--- config.mk ---
export PLATFORM = sky130hd
export DESIGN_NAME = byte_alu_with_bcd_and_flags_core
export DESIGN_NICKNAME = d
export VERILOG_FILES = /design/src/rtl/bafc_pkg.sv /design/src/rtl/byte_alu_with_bcd_and_flags_core.sv
export SDC_FILE = /design/constraint.sdc
export NUM_CORES = 1
export LEC_CHECK = 0
export BUFFER_PORTS_ARGS = -buffer_cell sky130_fd_sc_hd__clkbuf_2
export CAP_MARGIN = 0
export CORE_ASPECT_RATIO = 0.5
export CORE_MARGIN = 8
export CORE_UTILIZATION = 25
export CTS_CLUSTER_DIAMETER = 50
export CTS_CLUSTER_SIZE = 30
export DETAILED_ROUTE_END_ITERATION = 10
export PLACE_DENSITY = 0.48
export SLEW_MARGIN = 20
export SYNTH_ARGS = -nofsm -noshare
export SYNTH_HDL_FRONTEND = slang
export SYNTH_SLANG_ARGS = --single-unit
--- constraint.sdc ---
create_clock -name clk -period 5.8 [get_ports clk]
set_input_delay 0.58 -clock clk [delete_from_list [all_inputs] [get_ports clk]]
set_output_delay 0.58 -clock clk [all_outputs]
set_load 0.005 [all_outputs]
--- src/rtl/bafc_pkg.sv ---
// shared constants for the byte alu core: operation codes, status bit
// positions and the beat fields of both stream channels
// no dependencies
package bafc_pkg;

    localparam int FuncW   = 4;
    localparam int ByteW   = 8;

    // stream beat widths, padded to whole bytes
    localparam int InDataW  = 40;
    localparam int OutDataW = 32;

    // operation codes
    localparam logic [FuncW-1:0] FuncAdd = 4'd0;
    localparam logic [FuncW-1:0] FuncSub = 4'd1;
    localparam logic [FuncW-1:0] FuncAnd = 4'd2;
    localparam logic [FuncW-1:0] FuncOr  = 4'd3;
    localparam logic [FuncW-1:0] FuncXor = 4'd4;
    localparam logic [FuncW-1:0] FuncCmp = 4'd5;
    localparam logic [FuncW-1:0] FuncAsl = 4'd6;
    localparam logic [FuncW-1:0] FuncLsr = 4'd7;
    localparam logic [FuncW-1:0] FuncRol = 4'd8;
    localparam logic [FuncW-1:0] FuncRor = 4'd9;

    // status byte bit positions
    localparam int FlCarry = 0;
    localparam int FlZero  = 1;
    localparam int FlDec   = 3;
    localparam int FlOvf   = 6;
    localparam int FlSign  = 7;

    typedef struct packed {
        logic [FuncW-1:0] func;
        logic [ByteW-1:0] acc_in;
        logic [ByteW-1:0] operand;
        logic [ByteW-1:0] compare_left;
        logic [ByteW-1:0] flags_in;
    } op_t;

    typedef struct packed {
        logic             extra_cycle;
        logic [ByteW-1:0] flags_out;
        logic [ByteW-1:0] shift_out;
        logic [ByteW-1:0] acc_out;
    } res_t;

endpackage

--- src/rtl/byte_alu_with_bcd_and_flags_core.sv ---
// 8-bit alu with binary and bcd add/subtract, logic ops, compare and shifts
// two-stage stream pipeline: operand register, single-pass alu, result register
// depends on bafc_pkg
//
//  channel | dir | handshake                | payload
//  --------+-----+--------------------------+---------------------------------------
//  s       | in  | s_tvalid / s_tready      | s_tdata: func, acc_in, operand,
//          |     |                          |   compare_left, flags_in
//  m       | out | m_tvalid / m_tready      | m_tdata: acc_out, shift_out,
//          |     |                          |   flags_out, extra_cycle
//  cfg     | in  | cfg_valid / cfg_ready    | cfg_data: decimal_flags_enable
//
// one beat per cycle sustained while m_tready holds; each beat passes through
// the operand register and then the result register around the alu logic
// reset clears both stage valid bits and the decimal flags enable
// a stall on m backs up through the two stages; s_tready drops only when both hold beats
module byte_alu_with_bcd_and_flags_core
(
    input  logic                           clk,
    input  logic                           rst_n,
    input  logic                           s_tvalid,
    output logic                           s_tready,
    // [3:0] func, [11:4] acc_in, [19:12] operand, [27:20] compare_left,
    // [35:28] flags_in, [39:36] zero
    input  logic [bafc_pkg::InDataW-1:0]   s_tdata,
    output logic                           m_tvalid,
    input  logic                           m_tready,
    // [7:0] acc_out, [15:8] shift_out, [23:16] flags_out, [24] extra_cycle,
    // [31:25] zero
    output logic [bafc_pkg::OutDataW-1:0]  m_tdata,
    input  logic                           cfg_valid,
    output logic                           cfg_ready,
    input  logic                           cfg_data
);

    bafc_pkg::op_t  op_reg;
    logic           op_valid_reg;
    bafc_pkg::res_t res_reg;
    bafc_pkg::res_t res_next;
    logic           res_valid_reg;
    logic           dec_flags_en_reg;
    logic           op_advance;
    logic           s_accept;

    // alu intermediate values
    logic [7:0] a, b, f;
    logic       c;
    logic [7:0] bin_sum;
    logic [8:0] bin_sum_full;
    logic [7:0] bin_diff;
    logic       bin_ovf_add, bin_ovf_sub;
    logic [5:0] dlo_add, dhi_add;
    logic [7:0] dlo_sub, dhi_sub;
    logic [7:0] cmp_diff;
    logic [7:0] shifted;

    assign cfg_ready  = 1'b1;
    assign op_advance = !res_valid_reg || m_tready;
    assign s_tready   = !op_valid_reg || op_advance;
    assign s_accept   = s_tvalid && s_tready;

    always_ff @(posedge clk or negedge rst_n)
    begin
        if (!rst_n)
        begin
            dec_flags_en_reg <= 1'b0;
        end
        else if (cfg_valid)
        begin
            dec_flags_en_reg <= cfg_data;
        end
    end

    always_ff @(posedge clk or negedge rst_n)
    begin
        if (!rst_n)
        begin
            op_valid_reg  <= 1'b0;
            res_valid_reg <= 1'b0;
        end
        else
        begin
            if (s_tready)
            begin
                op_valid_reg <= s_tvalid;
            end
            if (op_advance)
            begin
                res_valid_reg <= op_valid_reg;
            end
        end
    end

    always_ff @(posedge clk)
    begin
        if (s_accept)
        begin
            op_reg.func         <= s_tdata[3:0];
            op_reg.acc_in       <= s_tdata[11:4];
            op_reg.operand      <= s_tdata[19:12];
            op_reg.compare_left <= s_tdata[27:20];
            op_reg.flags_in     <= s_tdata[35:28];
        end
        if (op_advance && op_valid_reg)
        begin
            res_reg <= res_next;
        end
    end

    always_comb
    begin
        a = op_reg.acc_in;
        b = op_reg.operand;
        c = op_reg.flags_in[bafc_pkg::FlCarry];
        f = op_reg.flags_in;

        bin_sum_full = {1'b0, a} + {1'b0, b} + {8'd0, c};
        bin_sum      = bin_sum_full[7:0];
        bin_diff     = a - b - {7'd0, !c};
        bin_ovf_add  = ~(a[7] ^ b[7]) & (bin_sum[7] ^ b[7]);
        bin_ovf_sub  = (a[7] ^ b[7]) & (a[7] ^ bin_diff[7]);

        // bcd add: low digit corrected first, its carry feeds the high digit
        dlo_add = {2'b00, a[3:0]} + {2'b00, b[3:0]} + {5'd0, c};
        if (dlo_add > 6'd9)
        begin
            dlo_add = dlo_add + 6'd6;
        end
        dhi_add = {2'b00, a[7:4]} + {2'b00, b[7:4]} + {5'd0, (dlo_add > 6'd15)};

        // bcd subtract in byte-wide arithmetic, borrow seen on bit 4
        dlo_sub = {4'd0, a[3:0]} - {4'd0, b[3:0]} - {7'd0, !c};
        if (dlo_sub[4])
        begin
            dlo_sub = dlo_sub - 8'd6;
        end
        dhi_sub = {4'd0, a[7:4]} - {4'd0, b[7:4]} - {7'd0, dlo_sub[4]};
        if (dhi_sub[4])
        begin
            dhi_sub = dhi_sub - 8'd6;
        end

        cmp_diff = op_reg.compare_left - b;

        case (op_reg.func)
            bafc_pkg::FuncAsl: shifted = {b[6:0], 1'b0};
            bafc_pkg::FuncRol: shifted = {b[6:0], c};
            bafc_pkg::FuncLsr: shifted = {1'b0, b[7:1]};
            bafc_pkg::FuncRor: shifted = {c, b[7:1]};
            default:           shifted = 8'd0;
        endcase

        res_next.acc_out     = a;
        res_next.shift_out   = 8'd0;
        res_next.flags_out   = f;
        res_next.extra_cycle = 1'b0;

        case (op_reg.func)
            bafc_pkg::FuncAdd:
            begin
                if (f[bafc_pkg::FlDec])
                begin
                    res_next.extra_cycle = 1'b1;
                    if (dec_flags_en_reg)
                    begin
                        res_next.flags_out[bafc_pkg::FlZero] = (bin_sum == 8'd0);
                        res_next.flags_out[bafc_pkg::FlSign] = dhi_add[3];
                        res_next.flags_out[bafc_pkg::FlOvf]  = bin_ovf_add;
                    end
                    // high digit correction after the sign tap
                    if (dhi_add > 6'd9)
                    begin
                        dhi_add = dhi_add + 6'd6;
                    end
                    res_next.flags_out[bafc_pkg::FlCarry] = (dhi_add > 6'd15);
                    res_next.acc_out = {dhi_add[3:0], dlo_add[3:0]};
                end
                else
                begin
                    res_next.acc_out = bin_sum;
                    res_next.flags_out[bafc_pkg::FlCarry] = bin_sum_full[8];
                    res_next.flags_out[bafc_pkg::FlOvf]   = bin_ovf_add;
                    res_next.flags_out[bafc_pkg::FlZero]  = (bin_sum == 8'd0);
                    res_next.flags_out[bafc_pkg::FlSign]  = bin_sum[7];
                end
            end
            bafc_pkg::FuncSub:
            begin
                if (f[bafc_pkg::FlDec])
                begin
                    res_next.extra_cycle = 1'b1;
                    res_next.flags_out[bafc_pkg::FlCarry] = (dhi_sub[7:4] == 4'd0);
                    if (dec_flags_en_reg)
                    begin
                        res_next.flags_out[bafc_pkg::FlZero] = (bin_diff == 8'd0);
                        res_next.flags_out[bafc_pkg::FlSign] = dhi_sub[3];
                        res_next.flags_out[bafc_pkg::FlOvf]  = bin_ovf_sub;
                    end
                    res_next.acc_out = {dhi_sub[3:0], dlo_sub[3:0]};
                end
                else
                begin
                    res_next.acc_out = bin_diff;
                    res_next.flags_out[bafc_pkg::FlCarry] =
                        ({1'b0, a} >= ({1'b0, b} + {8'd0, !c}));
                    res_next.flags_out[bafc_pkg::FlOvf]   = bin_ovf_sub;
                    res_next.flags_out[bafc_pkg::FlZero]  = (bin_diff == 8'd0);
                    res_next.flags_out[bafc_pkg::FlSign]  = bin_diff[7];
                end
            end
            bafc_pkg::FuncAnd, bafc_pkg::FuncOr, bafc_pkg::FuncXor:
            begin
                if (op_reg.func == bafc_pkg::FuncAnd)
                begin
                    res_next.acc_out = a & b;
                end
                else if (op_reg.func == bafc_pkg::FuncOr)
                begin
                    res_next.acc_out = a | b;
                end
                else
                begin
                    res_next.acc_out = a ^ b;
                end
                res_next.flags_out[bafc_pkg::FlZero] = (res_next.acc_out == 8'd0);
                res_next.flags_out[bafc_pkg::FlSign] = res_next.acc_out[7];
            end
            bafc_pkg::FuncCmp:
            begin
                res_next.flags_out[bafc_pkg::FlCarry] = (op_reg.compare_left >= b);
                res_next.flags_out[bafc_pkg::FlZero]  = (cmp_diff == 8'd0);
                res_next.flags_out[bafc_pkg::FlSign]  = cmp_diff[7];
            end
            bafc_pkg::FuncAsl, bafc_pkg::FuncRol, bafc_pkg::FuncLsr, bafc_pkg::FuncRor:
            begin
                res_next.shift_out = shifted;
                // bit shifted out lands in carry
                if (op_reg.func == bafc_pkg::FuncAsl || op_reg.func == bafc_pkg::FuncRol)
                begin
                    res_next.flags_out[bafc_pkg::FlCarry] = b[7];
                end
                else
                begin
                    res_next.flags_out[bafc_pkg::FlCarry] = b[0];
                end
                res_next.flags_out[bafc_pkg::FlZero] = (shifted == 8'd0);
                res_next.flags_out[bafc_pkg::FlSign] = shifted[7];
            end
            default:
            begin
                res_next.acc_out = a;
            end
        endcase
    end

    assign m_tvalid = res_valid_reg;
    assign m_tdata  = {7'd0, res_reg.extra_cycle, res_reg.flags_out,
                       res_reg.shift_out, res_reg.acc_out};

    // only add and subtract may report the extra decimal cycle
    a_extra_only_arith: assert property (@(posedge clk) disable iff (!rst_n)
        (op_valid_reg && op_advance && op_reg.func != bafc_pkg::FuncAdd
            && op_reg.func != bafc_pkg::FuncSub)
        |=> !res_reg.extra_cycle)
        else $error("extra cycle flagged for a non-arithmetic beat");

    // undefined codes pass accumulator and status through untouched
    a_undef_passthru: assert property (@(posedge clk) disable iff (!rst_n)
        (op_valid_reg && op_advance && op_reg.func > bafc_pkg::FuncRor)
        |=> (res_reg.acc_out == $past(op_reg.acc_in)
            && res_reg.flags_out == $past(op_reg.flags_in)
            && res_reg.shift_out == 8'd0))
        else $error("undefined operation changed the result");

    // input backpressure only when both stages are occupied
    a_ready_low_full: assert property (@(posedge clk) disable iff (!rst_n)
        !s_tready |-> (op_valid_reg && res_valid_reg && !m_tready))
        else $error("input stalled with room in the pipeline");

endmodule
==> impl_metrics.toml <==
[run_status]
outcome = "completed"

[clocking]
clkSinkCount = 64
numCtsBuffers = 9
h-tree-depth = 3
ctsHoldBuffers = 0
clk_pin_slew_worst_paths_ns = 0.06
postCtsSetupBuffers = 0
root_buffer = "clkbuf_16"
cts_buffer_depth = 2
cts_tree = "done"
postCtsResizedCells = 0
clock_latency_ns = 0.34

[global_route]
grt_usage = 0.123
grt_pass1_vias = 4437
grt_max_degree = 41
antenna_found_initial = 0
grt_overflow_total = 0
grt_pass1_wl_mm = 26.0

[placed_design]
gp_congestion = 0.878
portBuffers = 68
dp.cells = 926
hpwl_mm = 13.3

[timing]
hold_violations = 0
fin_crit_ns = 5.06
whs_ns = 0.0265
max_freq_mhz = 198
finClkSkew_ns = 0.00557
setup_viol = 0
period_share = 0.872
tightest_slew_ns = 0.902
drv_slew = 0
max-slew-margin-rel = 0.398
setup_tns_ns = 0
rsz0062_at_grt = "false"

[synthesis]
synthSimpleGateAreaFrac = 0.185
ys_warn_count = 0
synth-edff-count = 61
synthXorXnorAreaFrac = 0.0543
synthMuxAreaShare = 0.0315
synth-main-ff-cell = "edfxtp_1"
synth_area_leaders = "edfxtp_1 (33%), ha_1 (13%), nor2_1 (3.1%)"
ys_async_sr_fraction = 0.0469
avgSynthCellArea_um2 = 9.46
yosys.area_share.adder = 0.156
synth_top_area_frac = 0.332
syn_inst = 584
synth_top_area_cell = "edfxtp_1"
ys_types = 78
yosysSeqAreaShare = 0.345
ys_ff_latch = 64
synth_compound_area_frac = 0.164
synth_top_family_by_area = "simple AND/OR/NAND/NOR gates"
synth_area_um2 = 5530

[power_and_ir_drop]
powerDensity_nw_per_um2 = 261
p_leak_nw = 2.57
power.share.switching = 0.325
combPwrFrac = 0.311
max-vdd-ir-drop_uv = 141
p_sw_mw = 0.544
p_clk_frac = 0.337
p_int_mw = 1.13
power.share.sequential = 0.353

[die]
num_io_pins = 81
start_util = 0.255
fp.dieW_um = 226
fp-row-count = 38
die_area_um2 = 27400
dieHeight_um = 121
core_um2 = 21700

[worst_setup_path]
crit_path_top_delay_cell = "o311ai_0"
max_stage_delay_ns = 0.68
endpoint_kind = "flip-flop"
cp.arrival_ns = 5.12
start_kind = "flip-flop"
critPathMaxFanout = 8
path_class = "reg2reg"
required_ns = 5.86
path_cells = "inv_1 > fa_1 > fa_1 > xor2_1 > nand2_1 > inv_1 > o311ai_0 > nand2_1 > fa_1 > inv_1 > fa_1 > inv_1 > ha_1 > nor2b_1 > a21oi_1 > o21bai_1 > a31oi_1"

[final_layout]
largest_register_ffs = 25
nets = 747
areaGrowthSynthToFinish_pct = 16.0
drive_gt1_frac = 0.156
stdcell_count = 941
diodes = 0

[detailed_routing]
wl_per_cell_um = 18.1
wl_mm = 17.0
vias = 4593
firstDrtPassIters = 5
drcViolationCount = 0
drt_iter0_drc = 345
vias_per_cell = 4.88
antenna_left = 0

[hold_path]
hold_class = "in2async"

[run]
cap_violations = 0
[synth_stat cells (3+ instances only)]
cell	instances
edfxtp_1	61
ha_1	56
nor2_1	46
inv_1	43
nand2_1	36
a21oi_1	28
nand3_1	23
nor3_1	20
o21ai_0	20
xnor2_1	19
clkbuf_1	15
mux2i_1	14
nand2b_1	14
a31oi_1	13
buf_4	9
o21a_1	9
xor2_1	9
fa_1	8
nor2b_1	8
o211ai_1	7
a21o_1	6
buf_2	6
nor4_1	6
a211oi_1	5
nand4_1	5
or4_1	5
a311oi_1	4
nor3_2	4
nor3b_1	4
o31ai_1	4
or3_1	4
and2_1	3
buf_1	3
dfrtp_1	3
mux2_2	3
nand3b_1	3
o21ai_1	3
o22ai_1	3
o31a_1	3
[cells by family after synthesis]
| family | after synthesis |
|---|---|
| AO/OA/AOI/OAI | 133 |
| multiplexers | 17 |
| flip-flops | 64 |
| adder cells (fa/ha/maj) | 64 |
| AND/OR/NAND/NOR | 195 |
| other | 2 |
| buffers and inverters | 78 |
| XOR/XNOR | 31 |
[stage by stage]
| stage | cell area (µm²) | utilization | setup WS (ns) | power (mW) |
|---|---|---|---|---|
| global placement | 6110 | 0.282 | 0.845 | 1.11 |
| floorplan | 5550 | - | 1.61 | 0.965 |
| detailed placement | 6110 | 0.282 | 0.781 | 1.12 |
| finish | 6410 | 0.296 | 0.743 | 1.67 |
| CTS | 6410 | 0.296 | 0.759 | 1.69 |
| global route | 6410 | 0.296 | 0.357 | 1.77 |
[final timing paths]
check / from / end / slack (ns) / cells past startpoint
setup / recovery: b[0] / m_tdata[16] / 0.74 / 17
hold / removal: rst_n / op_valid_reg / 0.03 / 1
setup reg to reg: b[0] / m_tdata[16] / 0.74 / 17
hold reg to reg: f[2] / m_tdata[18] / 0.42 / 0
max in group asynchronous: rst_n / dec_flags_en_reg / 5.66 / 1
min in group clk: s_tdata[32] / f[4] / 0.41 / 1
[per-layer routing]
| layer | up-vias | GRT usage | share of wire |
|---|---|---|---|
| li1 | 2239 | - | - |
| met1 | 2190 | 0.166 | 0.47 |
| met2 | 137 | 0.187 | 0.44 |
| met3 | 27 | 0.0304 | 0.066 |
| met4 | 0 | 0.0498 | 0.028 |
| met5 | - | 0 | 0 |
[worst max-delay path, delay by kind of cell (launching register included)]
family | cells | cell delay [ns]
fa+ha+maj | 5 | 1.96
flops | 1 | 0.55
compound gates | 4 | 1.19
xor+xnor | 1 | 0.19
buf+inv | 4 | 0.44
simple gates | 3 | 0.47
[power groups by stage]
stage	Clock (mW)	Sequential, mW	Combinational [mW]
after global routing	0.597	0.596	0.577
after floorplan	0	0.579	0.387
after detailed placement	0	0.600	0.515
after CTS	0.580	0.591	0.520
final	0.564	0.590	0.520
after global placement	0	0.600	0.508
[placed cells by master (no fill, tap or decap), types with 19 or more instances in the layout]
| master | n |
|---|---|
| nor3_1 | 20 |
| nor2_1 | 46 |
| nand3_1 | 23 |
| edfxtp_1 | 61 |
| nand2_1 | 36 |
| xnor2_1 | 19 |
| clkbuf_2 | 68 |
| ha_1 | 56 |
| o21ai_0 | 20 |
| a21oi_1 | 28 |
| inv_1 | 43 |
[final cells by class]
| cell class | instances | area (µm²) |
|---|---|---|
| Inverter | 43 | 161 |
| Multi-Input combinational cell | 448 | 3300 |
| Tap cell | 300 | 375 |
| Clock buffer | 10 | 229 |
| Clock inverter | 5 | 72.6 |
| Sequential cell | 64 | 1910 |
| Timing Repair Buffer | 71 | 363 |
| Fill cell | 2291 | 15300 |
No activity file was read; power rests on OpenSTA's default activity.
